`src/rtl/md5_pkg.sv`:
```
// Package: MD5 constants, round tables, controller states and core control bundle.
`default_nettype none

package md5_pkg;

    localparam int WORD_WIDTH  = 32;
    localparam int BUF_DEPTH   = 16;
    localparam int COUNT_WIDTH = 61;

    localparam logic [31:0] INIT_A = 32'h67452301;
    localparam logic [31:0] INIT_B = 32'hefcdab89;
    localparam logic [31:0] INIT_C = 32'h98badcfe;
    localparam logic [31:0] INIT_D = 32'h10325476;

    localparam logic [7:0] PAD_MARKER  = 8'h80;
    localparam logic [5:0] PAD_LIMIT   = 6'd56;
    localparam logic [5:0] BLOCK_LAST  = 6'd63;
    localparam logic [3:0] LEN_WORD_LO = 4'd14;
    localparam logic [3:0] LEN_WORD_HI = 4'd15;
    localparam logic [3:0] WORD_LAST   = 4'd15;
    localparam logic [5:0] ROUND_LAST  = 6'd63;
    localparam logic [1:0] DIGEST_LAST = 2'd3;

    localparam logic CMD_DATA   = 1'b0;
    localparam logic CMD_FINISH = 1'b1;

    typedef enum logic [2:0] {
        S_IDLE,
        S_PAD,
        S_PRIME,
        S_ROUND,
        S_FOLD,
        S_OUT
    } md5_state_t;

    typedef struct packed {
        logic       load;
        logic       round;
        logic       fold;
        logic       reinit;
        logic [5:0] rnd;
        logic [1:0] sel;
    } core_ctrl_t;

    function automatic logic [31:0] round_const(input logic [5:0] i);
        logic [31:0] k;
        unique case (i)
            6'd0:  k = 32'hd76aa478;  6'd1:  k = 32'he8c7b756;
            6'd2:  k = 32'h242070db;  6'd3:  k = 32'hc1bdceee;
            6'd4:  k = 32'hf57c0faf;  6'd5:  k = 32'h4787c62a;
            6'd6:  k = 32'ha8304613;  6'd7:  k = 32'hfd469501;
            6'd8:  k = 32'h698098d8;  6'd9:  k = 32'h8b44f7af;
            6'd10: k = 32'hffff5bb1;  6'd11: k = 32'h895cd7be;
            6'd12: k = 32'h6b901122;  6'd13: k = 32'hfd987193;
            6'd14: k = 32'ha679438e;  6'd15: k = 32'h49b40821;
            6'd16: k = 32'hf61e2562;  6'd17: k = 32'hc040b340;
            6'd18: k = 32'h265e5a51;  6'd19: k = 32'he9b6c7aa;
            6'd20: k = 32'hd62f105d;  6'd21: k = 32'h02441453;
            6'd22: k = 32'hd8a1e681;  6'd23: k = 32'he7d3fbc8;
            6'd24: k = 32'h21e1cde6;  6'd25: k = 32'hc33707d6;
            6'd26: k = 32'hf4d50d87;  6'd27: k = 32'h455a14ed;
            6'd28: k = 32'ha9e3e905;  6'd29: k = 32'hfcefa3f8;
            6'd30: k = 32'h676f02d9;  6'd31: k = 32'h8d2a4c8a;
            6'd32: k = 32'hfffa3942;  6'd33: k = 32'h8771f681;
            6'd34: k = 32'h6d9d6122;  6'd35: k = 32'hfde5380c;
            6'd36: k = 32'ha4beea44;  6'd37: k = 32'h4bdecfa9;
            6'd38: k = 32'hf6bb4b60;  6'd39: k = 32'hbebfbc70;
            6'd40: k = 32'h289b7ec6;  6'd41: k = 32'heaa127fa;
            6'd42: k = 32'hd4ef3085;  6'd43: k = 32'h04881d05;
            6'd44: k = 32'hd9d4d039;  6'd45: k = 32'he6db99e5;
            6'd46: k = 32'h1fa27cf8;  6'd47: k = 32'hc4ac5665;
            6'd48: k = 32'hf4292244;  6'd49: k = 32'h432aff97;
            6'd50: k = 32'hab9423a7;  6'd51: k = 32'hfc93a039;
            6'd52: k = 32'h655b59c3;  6'd53: k = 32'h8f0ccc92;
            6'd54: k = 32'hffeff47d;  6'd55: k = 32'h85845dd1;
            6'd56: k = 32'h6fa87e4f;  6'd57: k = 32'hfe2ce6e0;
            6'd58: k = 32'ha3014314;  6'd59: k = 32'h4e0811a1;
            6'd60: k = 32'hf7537e82;  6'd61: k = 32'hbd3af235;
            6'd62: k = 32'h2ad7d2bb;  default: k = 32'heb86d391;
        endcase
        return k;
    endfunction

    function automatic logic [4:0] rot_amount(input logic [5:0] i);
        logic [4:0] s;
        unique case ({i[5:4], i[1:0]})
            4'd0:  s = 5'd7;   4'd1:  s = 5'd12;  4'd2:  s = 5'd17;  4'd3:  s = 5'd22;
            4'd4:  s = 5'd5;   4'd5:  s = 5'd9;   4'd6:  s = 5'd14;  4'd7:  s = 5'd20;
            4'd8:  s = 5'd4;   4'd9:  s = 5'd11;  4'd10: s = 5'd16;  4'd11: s = 5'd23;
            4'd12: s = 5'd6;   4'd13: s = 5'd10;  4'd14: s = 5'd15;  default: s = 5'd21;
        endcase
        return s;
    endfunction

    function automatic logic [3:0] msg_index(input logic [5:0] i);
        logic [3:0] j;
        logic [3:0] g;
        j = i[3:0];
        unique case (i[5:4])
            2'd0:    g = j;
            2'd1:    g = j + (j << 2) + 4'd1;
            2'd2:    g = j + (j << 1) + 4'd5;
            default: g = (j << 3) - j;
        endcase
        return g;
    endfunction

endpackage

`default_nettype wire

```
`src/rtl/md5_ram.sv`:
```
// Generic single-port-write, single-port-read RAM with registered read data.
`default_nettype none

module md5_ram #(
    parameter int WIDTH = 32,
    parameter int DEPTH = 16,
    localparam int ADDR_W = $clog2(DEPTH)
) (
    input  wire logic              clk,
    input  wire logic              we,
    input  wire logic [ADDR_W-1:0] waddr,
    input  wire logic [WIDTH-1:0]  wdata,
    input  wire logic [ADDR_W-1:0] raddr,
    output logic      [WIDTH-1:0]  rdata
);

    logic [WIDTH-1:0] mem [DEPTH];

    always_ff @(posedge clk)
    begin
        if (we)
        begin
            mem[waddr] <= wdata;
        end
        rdata <= mem[raddr];
    end

endmodule

`default_nettype wire

```
`src/rtl/md5_core.sv`:
```
// MD5 round datapath: working variables, one round per cycle, chaining words.
`default_nettype none

module md5_core (
    input  wire logic               clk,
    input  wire logic               rst_n,
    input  wire md5_pkg::core_ctrl_t ctrl,
    input  wire logic [31:0]        w_word,
    output logic      [31:0]        chain_word
);

    import md5_pkg::*;

    logic [31:0] a_reg, b_reg, c_reg, d_reg;
    logic [31:0] chain_reg [4];
    logic [31:0] f;
    logic [31:0] sum;
    logic [63:0] dbl;
    logic [31:0] b_next;

    always_comb
    begin
        unique case (ctrl.rnd[5:4])
            2'd0:    f = (b_reg & c_reg) | (~b_reg & d_reg);
            2'd1:    f = (d_reg & b_reg) | (~d_reg & c_reg);
            2'd2:    f = b_reg ^ c_reg ^ d_reg;
            default: f = c_reg ^ (b_reg | ~d_reg);
        endcase
        sum    = a_reg + f + round_const(ctrl.rnd) + w_word;
        dbl    = {sum, sum} << rot_amount(ctrl.rnd);
        b_next = b_reg + dbl[63:32];
    end

    always_ff @(posedge clk)
    begin
        if (ctrl.load)
        begin
            a_reg <= chain_reg[0];
            b_reg <= chain_reg[1];
            c_reg <= chain_reg[2];
            d_reg <= chain_reg[3];
        end
        else if (ctrl.round)
        begin
            a_reg <= d_reg;
            b_reg <= b_next;
            c_reg <= b_reg;
            d_reg <= c_reg;
        end
    end

    always_ff @(posedge clk or negedge rst_n)
    begin
        if (!rst_n)
        begin
            chain_reg[0] <= INIT_A;
            chain_reg[1] <= INIT_B;
            chain_reg[2] <= INIT_C;
            chain_reg[3] <= INIT_D;
        end
        else if (ctrl.reinit)
        begin
            chain_reg[0] <= INIT_A;
            chain_reg[1] <= INIT_B;
            chain_reg[2] <= INIT_C;
            chain_reg[3] <= INIT_D;
        end
        else if (ctrl.fold)
        begin
            chain_reg[0] <= chain_reg[0] + a_reg;
            chain_reg[1] <= chain_reg[1] + b_reg;
            chain_reg[2] <= chain_reg[2] + c_reg;
            chain_reg[3] <= chain_reg[3] + d_reg;
        end
    end

    assign chain_word = chain_reg[ctrl.sel];

endmodule

`default_nettype wire

```
`src/rtl/md5_message_digest_top.sv`:
```
// Top level: MD5 message digest, byte stream in, four digest words out.
//
// Input channel s_axis: one transaction per item. tuser[0] is the command
// (0 = append the byte in tdata, 1 = finish the message). Output channel
// m_axis: four transactions per finish, words A, B, C, D with tuser giving
// the word index and tlast marking word D.
// Bytes are taken back to back while idle. The 64-byte block buffer lives
// in a 16 x 32 RAM with registered read data; the byte that completes a
// block starts a compression (read priming, 64 rounds through a single
// round unit, a fold), during which s_axis_tready is low. A finish writes
// padding words p/4 to 15 (p = bytes in the block) and compresses the
// block; when p >= 56 a second block of 16 pad words and its compression
// follow. The digest words are offered one per cycle while m_axis_tready
// is high; while the receiver stalls, the word on m_axis holds and no
// input is taken. After word D the chaining words, byte counters and
// block position return to their initial values. Reset puts the block in
// the same state: idle, ready for the first byte of a message.
`default_nettype none

module md5_message_digest_top (
    input  wire logic        clk,
    input  wire logic        rst_n,
    input  wire logic        s_axis_tvalid,
    output logic             s_axis_tready,
    input  wire logic [7:0]  s_axis_tdata,   // [7:0] data_byte
    input  wire logic [0:0]  s_axis_tuser,   // [0] cmd
    output logic             m_axis_tvalid,
    input  wire logic        m_axis_tready,
    output logic      [31:0] m_axis_tdata,   // [31:0] digest_word
    output logic      [1:0]  m_axis_tuser,   // [1:0] word_index
    output logic             m_axis_tlast    // last_word
);

    import md5_pkg::*;

    md5_state_t       state_reg, state_next;
    logic [5:0]       bib_reg, bib_next;
    logic [60:0]      count_reg, count_next;
    logic [23:0]      pend_reg, pend_next;
    logic [3:0]       wptr_reg, wptr_next;
    logic [5:0]       rnd_reg, rnd_next;
    logic [1:0]       sel_reg, sel_next;
    logic             finishing_reg, finishing_next;
    logic             marker_done_reg, marker_done_next;
    logic             final_reg, final_next;

    logic             in_accept;
    logic             out_accept;
    logic             len_now;
    logic [63:0]      bits;
    logic [31:0]      pad_word;
    logic             ram_we;
    logic [3:0]       ram_waddr;
    logic [31:0]      ram_wdata;
    logic [3:0]       ram_raddr;
    logic [31:0]      ram_rdata;
    core_ctrl_t       ctrl;
    logic [31:0]      chain_word;

    assign in_accept  = s_axis_tvalid && s_axis_tready;
    assign out_accept = m_axis_tvalid && m_axis_tready;
    assign len_now    = marker_done_reg || (bib_reg < PAD_LIMIT);
    assign bits       = {count_reg, 3'b000};

    always_comb
    begin
        pad_word = '0;
        if (!marker_done_reg && wptr_reg == bib_reg[5:2])
        begin
            case (bib_reg[1:0])
                2'd0:    pad_word = {24'd0, PAD_MARKER};
                2'd1:    pad_word = {16'd0, PAD_MARKER, pend_reg[7:0]};
                2'd2:    pad_word = {8'd0, PAD_MARKER, pend_reg[15:0]};
                default: pad_word = {PAD_MARKER, pend_reg};
            endcase
        end
        else if (len_now && wptr_reg == LEN_WORD_LO)
        begin
            pad_word = bits[31:0];
        end
        else if (len_now && wptr_reg == LEN_WORD_HI)
        begin
            pad_word = bits[63:32];
        end
    end

    // next state
    always_comb
    begin
        state_next = state_reg;
        unique case (state_reg)
            S_IDLE:
            begin
                if (in_accept)
                begin
                    if (s_axis_tuser[0] == CMD_FINISH)
                    begin
                        state_next = S_PAD;
                    end
                    else if (bib_reg == BLOCK_LAST)
                    begin
                        state_next = S_PRIME;
                    end
                end
            end
            S_PAD:
            begin
                if (wptr_reg == WORD_LAST)
                begin
                    state_next = S_PRIME;
                end
            end
            S_PRIME:
            begin
                state_next = S_ROUND;
            end
            S_ROUND:
            begin
                if (rnd_reg == ROUND_LAST)
                begin
                    state_next = S_FOLD;
                end
            end
            S_FOLD:
            begin
                if (!finishing_reg)
                begin
                    state_next = S_IDLE;
                end
                else if (final_reg)
                begin
                    state_next = S_OUT;
                end
                else
                begin
                    state_next = S_PAD;
                end
            end
            S_OUT:
            begin
                if (out_accept && sel_reg == DIGEST_LAST)
                begin
                    state_next = S_IDLE;
                end
            end
            default:
            begin
                state_next = S_IDLE;
            end
        endcase
    end

    // outputs
    always_comb
    begin
        s_axis_tready = 1'b0;
        m_axis_tvalid = 1'b0;
        ram_we        = 1'b0;
        ram_waddr     = bib_reg[5:2];
        ram_wdata     = {s_axis_tdata, pend_reg};
        ram_raddr     = msg_index(rnd_reg + 6'd1);
        ctrl          = '0;
        ctrl.rnd      = rnd_reg;
        ctrl.sel      = sel_reg;
        unique case (state_reg)
            S_IDLE:
            begin
                s_axis_tready = 1'b1;
                ram_we = in_accept && s_axis_tuser[0] == CMD_DATA && bib_reg[1:0] == 2'd3;
            end
            S_PAD:
            begin
                ram_we    = 1'b1;
                ram_waddr = wptr_reg;
                ram_wdata = pad_word;
            end
            S_PRIME:
            begin
                ram_raddr = msg_index(6'd0);
                ctrl.load = 1'b1;
            end
            S_ROUND:
            begin
                ctrl.round = 1'b1;
            end
            S_FOLD:
            begin
                ctrl.fold = 1'b1;
            end
            S_OUT:
            begin
                m_axis_tvalid = 1'b1;
                ctrl.reinit   = out_accept && sel_reg == DIGEST_LAST;
            end
            default:
            begin
                s_axis_tready = 1'b0;
            end
        endcase
    end

    always_comb
    begin
        bib_next         = bib_reg;
        count_next       = count_reg;
        pend_next        = pend_reg;
        wptr_next        = wptr_reg;
        rnd_next         = rnd_reg;
        sel_next         = sel_reg;
        finishing_next   = finishing_reg;
        marker_done_next = marker_done_reg;
        final_next       = final_reg;
        unique case (state_reg)
            S_IDLE:
            begin
                if (in_accept && s_axis_tuser[0] == CMD_DATA)
                begin
                    case (bib_reg[1:0])
                        2'd0:    pend_next[7:0]   = s_axis_tdata;
                        2'd1:    pend_next[15:8]  = s_axis_tdata;
                        2'd2:    pend_next[23:16] = s_axis_tdata;
                        default: pend_next        = pend_reg;
                    endcase
                    bib_next       = bib_reg + 6'd1;
                    count_next     = count_reg + 61'd1;
                    finishing_next = 1'b0;
                end
                else if (in_accept)
                begin
                    wptr_next        = bib_reg[5:2];
                    marker_done_next = 1'b0;
                    finishing_next   = 1'b1;
                end
            end
            S_PAD:
            begin
                wptr_next = wptr_reg + 4'd1;
                if (wptr_reg == WORD_LAST)
                begin
                    final_next       = len_now;
                    marker_done_next = 1'b1;
                end
            end
            S_PRIME:
            begin
                rnd_next = '0;
            end
            S_ROUND:
            begin
                rnd_next = rnd_reg + 6'd1;
            end
            S_FOLD:
            begin
                wptr_next = '0;
                sel_next  = '0;
            end
            S_OUT:
            begin
                if (out_accept)
                begin
                    sel_next = sel_reg + 2'd1;
                    if (sel_reg == DIGEST_LAST)
                    begin
                        bib_next       = '0;
                        count_next     = '0;
                        finishing_next = 1'b0;
                    end
                end
            end
            default:
            begin
                bib_next = '0;
            end
        endcase
    end

    always_ff @(posedge clk or negedge rst_n)
    begin
        if (!rst_n)
        begin
            state_reg       <= S_IDLE;
            bib_reg         <= '0;
            count_reg       <= '0;
            wptr_reg        <= '0;
            rnd_reg         <= '0;
            sel_reg         <= '0;
            finishing_reg   <= 1'b0;
            marker_done_reg <= 1'b0;
            final_reg       <= 1'b0;
        end
        else
        begin
            state_reg       <= state_next;
            bib_reg         <= bib_next;
            count_reg       <= count_next;
            wptr_reg        <= wptr_next;
            rnd_reg         <= rnd_next;
            sel_reg         <= sel_next;
            finishing_reg   <= finishing_next;
            marker_done_reg <= marker_done_next;
            final_reg       <= final_next;
        end
    end

    always_ff @(posedge clk)
    begin
        pend_reg <= pend_next;
    end

    md5_ram #(
        .WIDTH(WORD_WIDTH),
        .DEPTH(BUF_DEPTH)
    ) u_buf (
        .clk  (clk),
        .we   (ram_we),
        .waddr(ram_waddr),
        .wdata(ram_wdata),
        .raddr(ram_raddr),
        .rdata(ram_rdata)
    );

    md5_core u_core (
        .clk       (clk),
        .rst_n     (rst_n),
        .ctrl      (ctrl),
        .w_word    (ram_rdata),
        .chain_word(chain_word)
    );

    assign m_axis_tdata = chain_word;
    assign m_axis_tuser = sel_reg;
    assign m_axis_tlast = (sel_reg == DIGEST_LAST);

    a_no_write_in_compress: assert property (@(posedge clk) disable iff (!rst_n)
        (state_reg == S_PRIME || state_reg == S_ROUND) |-> !ram_we)
        else $error("block buffer written during compression");

    a_in_out_exclusive: assert property (@(posedge clk) disable iff (!rst_n)
        s_axis_tready |-> !m_axis_tvalid)
        else $error("input ready while digest pending");

    a_full_block_compress: assert property (@(posedge clk) disable iff (!rst_n)
        (in_accept && s_axis_tuser[0] == CMD_DATA && bib_reg == BLOCK_LAST)
        |=> (state_reg == S_PRIME && bib_reg == 6'd0))
        else $error("full block did not start compression");

    a_digest_done: assert property (@(posedge clk) disable iff (!rst_n)
        (out_accept && m_axis_tlast)
        |=> (state_reg == S_IDLE && bib_reg == 6'd0 && count_reg == 61'd0))
        else $error("state not restored after digest");

endmodule

`default_nettype wire

```
`config.mk`:
```
export PLATFORM = sky130hd
export DESIGN_NAME = md5_message_digest_top
export DESIGN_NICKNAME = d
export VERILOG_FILES = /design/src/rtl/md5_pkg.sv /design/src/rtl/md5_ram.sv /design/src/rtl/md5_core.sv /design/src/rtl/md5_message_digest_top.sv
export SDC_FILE = /design/constraint.sdc
export NUM_CORES = 2
export LEC_CHECK = 0
export ABC_AREA = 1
export BUFFER_PORTS_ARGS = -buffer_cell sky130_fd_sc_hd__buf_2
export CAP_MARGIN = 30
export CORE_MARGIN = 5
export CORE_UTILIZATION = 30
export CTS_CLUSTER_SIZE = 40
export DETAILED_ROUTE_END_ITERATION = 12
export PLACE_DENSITY_LB_ADDON = 0.25
export SLEW_MARGIN = 20
export SYNTH_ARGS = -nofsm -noshare
export SYNTH_HDL_FRONTEND = slang
export SYNTH_SLANG_ARGS = --single-unit
```
`constraint.sdc`:
```
create_clock -name clk -period 13.15 [get_ports clk]
set_input_delay 1.315 -clock clk [delete_from_list [all_inputs] [get_ports clk]]
set_output_delay 1.315 -clock clk [all_outputs]
set_load 0.02 [all_outputs]
```
# Word level (Yosys, flattened, before mapping)
# Memories as Yosys holds them, arrays and structs flattened. A register that Yosys moved wholly into a read port is not among the register bits.
# Index checks and enable logic that the tools add are counted.
[word_totals] register_bits=365 mem_bits_rw=512 mem_bits_ro=2128 in_bits=13 out_inout_bits=37 elab_cells=183 memories=3
[classes] addsub=18 order_cmp=2 n_eq_ne=28 shifts=1 mux=63 bitwise_logic=15 n_reduce_logical=33
[mem_list] name="(name not given)" words=64 word_bits=32 read_ports=1 rd_clocked_by_memory_dff=0 write_ports=0 line_no="md5_pkg.sv:47" text="unique case (i)"
[mem_list] name="u_buf.mem" words=16 word_bits=32 read_ports=1 rd_clocked_by_memory_dff=1 write_ports=1 line_no="md5_ram.sv:17" text="logic [WIDTH-1:0] mem [DEPTH];"
[mem_list] name="(name not given)" words=16 word_bits=5 read_ports=1 rd_clocked_by_memory_dff=0 write_ports=0 line_no="md5_pkg.sv:86" text="unique case ({i[5:4], i[1:0]})"
[op_table] operator="two-way mux 32 bit" count=14
[op_table] operator="adder 32 bit" count=8
[op_table] operator="two-way mux 128 bit" count=2
[op_table] operator="case mux 32 bit (3 select lines)" count=2
[op_table] operator="two-way mux 61 bit" count=3
[op_table] operator="bitwise AND 32 bit" count=4
[op_table] operator="case mux 61 bit (2 select lines)" count=1
[op_table] operator="OR 32 bit" count=3
[op_table] operator="XOR 32 bit" count=3
[op_table] operator="binary-select mux 32 bit (select 2 bit)" count=1
[op_table] operator="NOT 32 bit" count=2
[op_table] operator="left shift 64 x 5 -> 64 bit" count=1
[op_table] operator="adder 61 x 1 -> 61 bit (second input constant)" count=1
[op_table] operator="two-way mux 3 bit" count=8
[op_table] operator="case mux 4 bit (3 select lines)" count=2
[op_table] operator="two-way mux 6 bit" count=3
[op_table] operator="case mux 3 bit (6 select lines)" count=1
[op_table] operator="case mux 6 bit (3 select lines)" count=1
[op_table] operator="two-way mux 4 bit" count=4
[op_table] operator="!= test 2 bit (second input constant)" count=8
[op_table] operator="AND reduction 4 bit" count=4
[op_table] operator="two-way mux 1 bit" count=15
[op_table] operator="adder 6 x 1 -> 6 bit (second input constant)" count=2
[op_table] operator="== test 6 bit (second input constant)" count=2
[op_table] operator="other kinds (32)" count=65

# Logic depth before layout (Yosys ltp)
[depth] ltp_word=11 mapped_depth=51 mapped_depth_nobuf=51

# Hierarchy
# A second synthesis with hierarchy kept.
[hier_totals] hier_cells=7605 area_unflattened_um2=59363.2
[by_module_without_submodules] mod="md5_core" instances=1 cells_each=4330 area_each_um2=28909.0
[by_module_without_submodules] mod="md5_ram" instances=1 cells_each=2120 area_each_um2=22730.6
[by_module_without_submodules] mod="md5_message_digest_top" instances=1 cells_each=1155 area_each_um2=7723.7

# Worst setup path before layout
# OpenSTA, ideal clock, no wires.
[synth_path] kind="reg-to-reg" from="register rnd_reg[0]" to="register u_core.b_reg[23] (data pin)" setup_ns=0.254 arrival_time_ns=7.339 required_time_ns=12.896 path_slack_ns=5.558 path_stages_with_launch=43 cell_sequence="dfrtp_1 -> clkinv_1 -> ha_1 -> buf_2 -> nor2_1 -> nor2_1 -> nand2_1 -> o211a_1 -> a2111oi_0 -> fa_1 -> inv_1 -> fa_1 -> inv_1 -> ha_1 -> inv_1 -> fa_1 -> nand3b_1 -> nand2_1 -> [7 not listed] -> nand2_1 -> o211ai_1 -> nand3_1 -> nand3_1 -> nand2_1 -> ha_1 -> a21oi_1 -> nand2_1 -> a21oi_1 -> o21ai_0 -> a21boi_0 -> o21ai_0 -> a21o_1 -> nand3_1 -> nand2_1 -> or2_2 -> nand3_1 -> nand2_1"
[synth_via] elab_chain_len=7 elab_cells_between_ends=8
[synth_rtl] element="start: declaration" line_no="md5_message_digest_top.sv:41" text="logic [5:0] rnd_reg, rnd_next;"
[synth_rtl] element="start signal: assignment" line_no="md5_message_digest_top.sv:297" text="rnd_reg <= rnd_next;"
[synth_rtl] element="memory (64 x 32 bit)"
[synth_rtl] element="adder 32 bit (2 in a row)" line_no="md5_core.sv:29" text="sum = a_reg + f + round_const(ctrl.rnd) + w_word;"
[synth_rtl] element="left shift 64 x 5 -> 64 bit (*)" line_no="md5_core.sv:30" text="dbl = {sum, sum} << rot_amount(ctrl.rnd);"
[synth_rtl] element="adder 32 bit (*)" line_no="md5_core.sv:31" text="b_next = b_reg + dbl[63:32];"
[synth_rtl] element="two-way mux 32 bit (*)" line_no="md5_core.sv:43" text="else if (ctrl.round)"
[synth_rtl] element="two-way mux 32 bit (*)" line_no="md5_core.sv:36" text="if (ctrl.load)"
[synth_rtl] element="end signal: assignment" line_no="md5_core.sv:39" text="b_reg <= chain_reg[1];"
[synth_rtl] element="end signal: assignment" line_no="md5_core.sv:46" text="b_reg <= b_next;"
[synth_rtl] element="end: declaration" line_no="md5_core.sv:14" text="logic [31:0] a_reg, b_reg, c_reg, d_reg;"
# Every way passes the cells marked *; elsewhere a longest branch is shown, timed or not. The select of a mux whose other input is x is not followed.
# A chain may end at the register's enable or synchronous reset.

# Final worst setup path
[layout_path] from="register rnd_reg[0]" to="register u_core.b_reg[18] (data pin)"
# Same word-level chain as after synthesis.

==> metrics.log <==
INFO  metric status = completed
INFO  metric final_count_of_negative_setup_slack_endpoints = 0
INFO  metric worst_pin_slew = 0.998 ns
INFO  metric maximum_fanout_along_the_worst_path = 21
INFO  metric vias_per_cell = 5.28
INFO  metric core_region_area = 188000 µm²
INFO  metric crit_path_frequent_cell = nand3_1
INFO  metric clock_path_buffers = 3
INFO  metric top_library_cells_by_usage_in_the_layout_fill_and_taps_aside = nand2_1, inv_1, o21ai_0, edfxtp_1, a21oi_1
INFO  metric cp_data_required_time = 13.62 ns
INFO  metric hold_path.class = reg2reg
INFO  metric final_max_slew_viol_count = 0
INFO  metric design_area = 63500 µm²
INFO  metric report.final.hold_viol_count = 0
INFO  metric total_die_area = 198000 µm²
INFO  metric finish.net_count = 7202
INFO  metric yosys.area_share.xor_xnor = 0.0148
INFO  metric ys.flop_type = edfxtp_1
INFO  metric critical-path-max-stage-delay = 0.89 ns
INFO  metric htree_num_levels = 3
INFO  metric end_kind = flop
INFO  metric tritoncts = done
INFO  metric postPlaceCellArea = 60100 µm²
INFO  metric mostFrequentLayoutCell = nand2_1
INFO  metric endpoint_arrival_time_on_the_critical_path = 10.67 ns
INFO  metric antenna_violations_before_repair = 12
INFO  metric number_of_filler_cells_placed_in_the_layout = 19700
INFO  metric grt_setup_unrepaired = no
INFO  metric num_rows = 159
INFO  metric cts_num_sinks = 909
INFO  metric synth_seq_cells = 909
INFO  metric clkLatencyLatePin = 0.77 ns
INFO  metric synth_compound_area_frac = 0.181
INFO  metric route.final.wire_length = 216 mm
INFO  metric floorplan.initialDensity = 0.302
INFO  metric grt_pass1_vias = 47000
INFO  metric syn-num-nets = 7231
INFO  metric post_synth_instance_area = 56900 µm²
INFO  metric synth-simple-area-share = 0.189
INFO  metric largest_family_of_logic_cells_by_synthesized_area = simple AND/OR/NAND/NOR gates
INFO  metric number_of_flip_flops_under_the_largest_register_name = 512
INFO  metric netlist-cell-type-count = 74
INFO  metric yosys-mux-area-fraction = 0.000176
INFO  metric period_minus_slack = 10.19 ns
INFO  metric timing.critical_path.slowest_stage_cell = dfrtp_1
INFO  metric maxCapViolations = 0
INFO  metric detail_route.drc_violations = 0
INFO  metric synthAdderAreaFrac = 0.0724
INFO  metric cts.repair.resized = 0
INFO  metric fmax = 98.1 MHz
INFO  metric via_count = 50100
INFO  metric skew_final = 0.0606 ns
INFO  metric dieHeight = 445 µm
INFO  metric synthesis.yosys.warnings = 0
INFO  metric yosysSeqAreaShare = 0.457
INFO  metric numPlacedInstances = 9288
INFO  metric clkSlewWorstSetupHoldPaths = 0.07 ns
INFO  metric post_route_cells_drive_above_1_share = 0.0706
INFO  metric ant_nets = 0
INFO  metric numPortBuffers = 49
INFO  metric number_of_synthesized_flops_with_an_enable_pin = 664
INFO  metric worst_slew_margin_rel = 0.334
INFO  metric syn_inst = 6929
INFO  metric globalRouteOverflowTotal = 0
INFO  metric grt_pass1_wl = 316 mm
INFO  metric setup_tns = 0 ns
INFO  metric dp_hpwl = 150 mm
INFO  metric clockRootBuffer = clkbuf_16
INFO  metric number_of_drc_markers_in_iteration_0 = 5033
INFO  metric hold_buffers = 0
INFO  metric ys_async_sr_fraction = 0.234
INFO  metric post_synth.cell_area_avg = 8.21 µm²
INFO  metric drt_first_pass_iters = 8
INFO  metric numCtsBuffers = 101
INFO  metric post-cts-setup-buffer-count = 0
INFO  metric grt_start_max_net_pins = 233
INFO  metric floorplan.die.width = 445 µm
INFO  metric final.period_utilization = 0.775
INFO  metric layout-area-overhead-vs-synth = 11.7%
INFO  metric crit_type = reg2reg
INFO  metric timing.critical_path.from_type = flop
INFO  metric gp_congestion = 0.966
INFO  metric grt_use_total = 0.210
INFO  metric wl_per_cell = 22.8 µm
INFO  metric fin_cells = 9484
INFO  metric design.portCount = 50
==> routing by layer <==
metal,part of all wire,GRT usage
met5,0.000060,0
met4,0.038,0.0716
met3,0.062,0.0317
met2,0.46,0.347
met1,0.44,0.282
==> metrics by stage <==
stage          hold WS (ns)  setup slack (ns)  utilization
2_1_floorplan         0.433              5.56            -
6_report              0.496              2.96        0.338
3_5_place_dp          0.484              3.10        0.320
3_3_place_gp          0.478              2.98        0.319
5_1_grt               0.512              2.14        0.338
4_1_cts               0.494              3.06        0.337
==> cells in the mapped netlist, types with 32 or more instances <==
cell         n  area, µm²
edfxtp_1   664      19900
clkbuf_1   191        717
o211ai_1   114        856
inv_1      973       3650
a31oi_1     33        206
buf_2       55        275
nand4_1     40        250
dfrtp_1    149       3730
o221ai_1    34        298
a21oi_1    658       3290
o21ai_1     40        200
nor2_1     471       1770
dfxtp_1     32        641
o21ai_0    735       3680
o22ai_1     61        382
ha_1       222       2780
xor2_1      58        508
nor3_1      79        395
fa_1        67       1340
xnor2_1     33        289
nand2_1   1256       4710
nand3_1    576       2880
dfstp_2     64       1680
==> layout make-up <==
class | count | area (µm²) | area share
flip-flops and latches | 909 | 26000 | 0.409
repair buffers | 149 | 1090 | 0.0171
clock inverters | 55 | 537 | 0.00845
clock buffers | 135 | 2800 | 0.0440
inverters | 995 | 3740 | 0.0589
multi-input cells | 4744 | 26200 | 0.413
diodes | 2 | 5.00 | 0.0000788
well taps | 2495 | 3120 | 0.0491
==> cells by family after synthesis <==
logic type	after synthesis
simple gates	2518
compound gates	1843
buf+inv	1276
flops	909
fa+ha+maj	289
xor+xnor	93
mux	1
==> final timing paths <==
kind	startpoint	to	slack [ns]	cells after the start
setup / recovery	rnd_reg[0]	u_core.b_reg[18]	2.96	41
hold / removal	count_reg[40]	count_reg[40]	0.50	1
setup reg to reg	rnd_reg[0]	u_core.b_reg[18]	2.96	41
hold reg to reg	count_reg[40]	count_reg[40]	0.50	1
max in group asynchronous	rst_n	count_reg[8]	10.72	3
min in group asynchronous	rst_n	u_core.chain_reg[40]	0.56	1
==> critical path: cells and delay by family, from the launching register on <==
kind	cells	cell delay (ns)
DFF	1	0.89
AOI/OAI and AO/OA	7	1.76
buffers and inverters	7	1.30
and+or+nand+nor	21	3.19
adders and majority gates	6	2.72
Power is not shown: default switching activity piles up to over one toggle a cycle in this logic, so the estimate is an artifact.
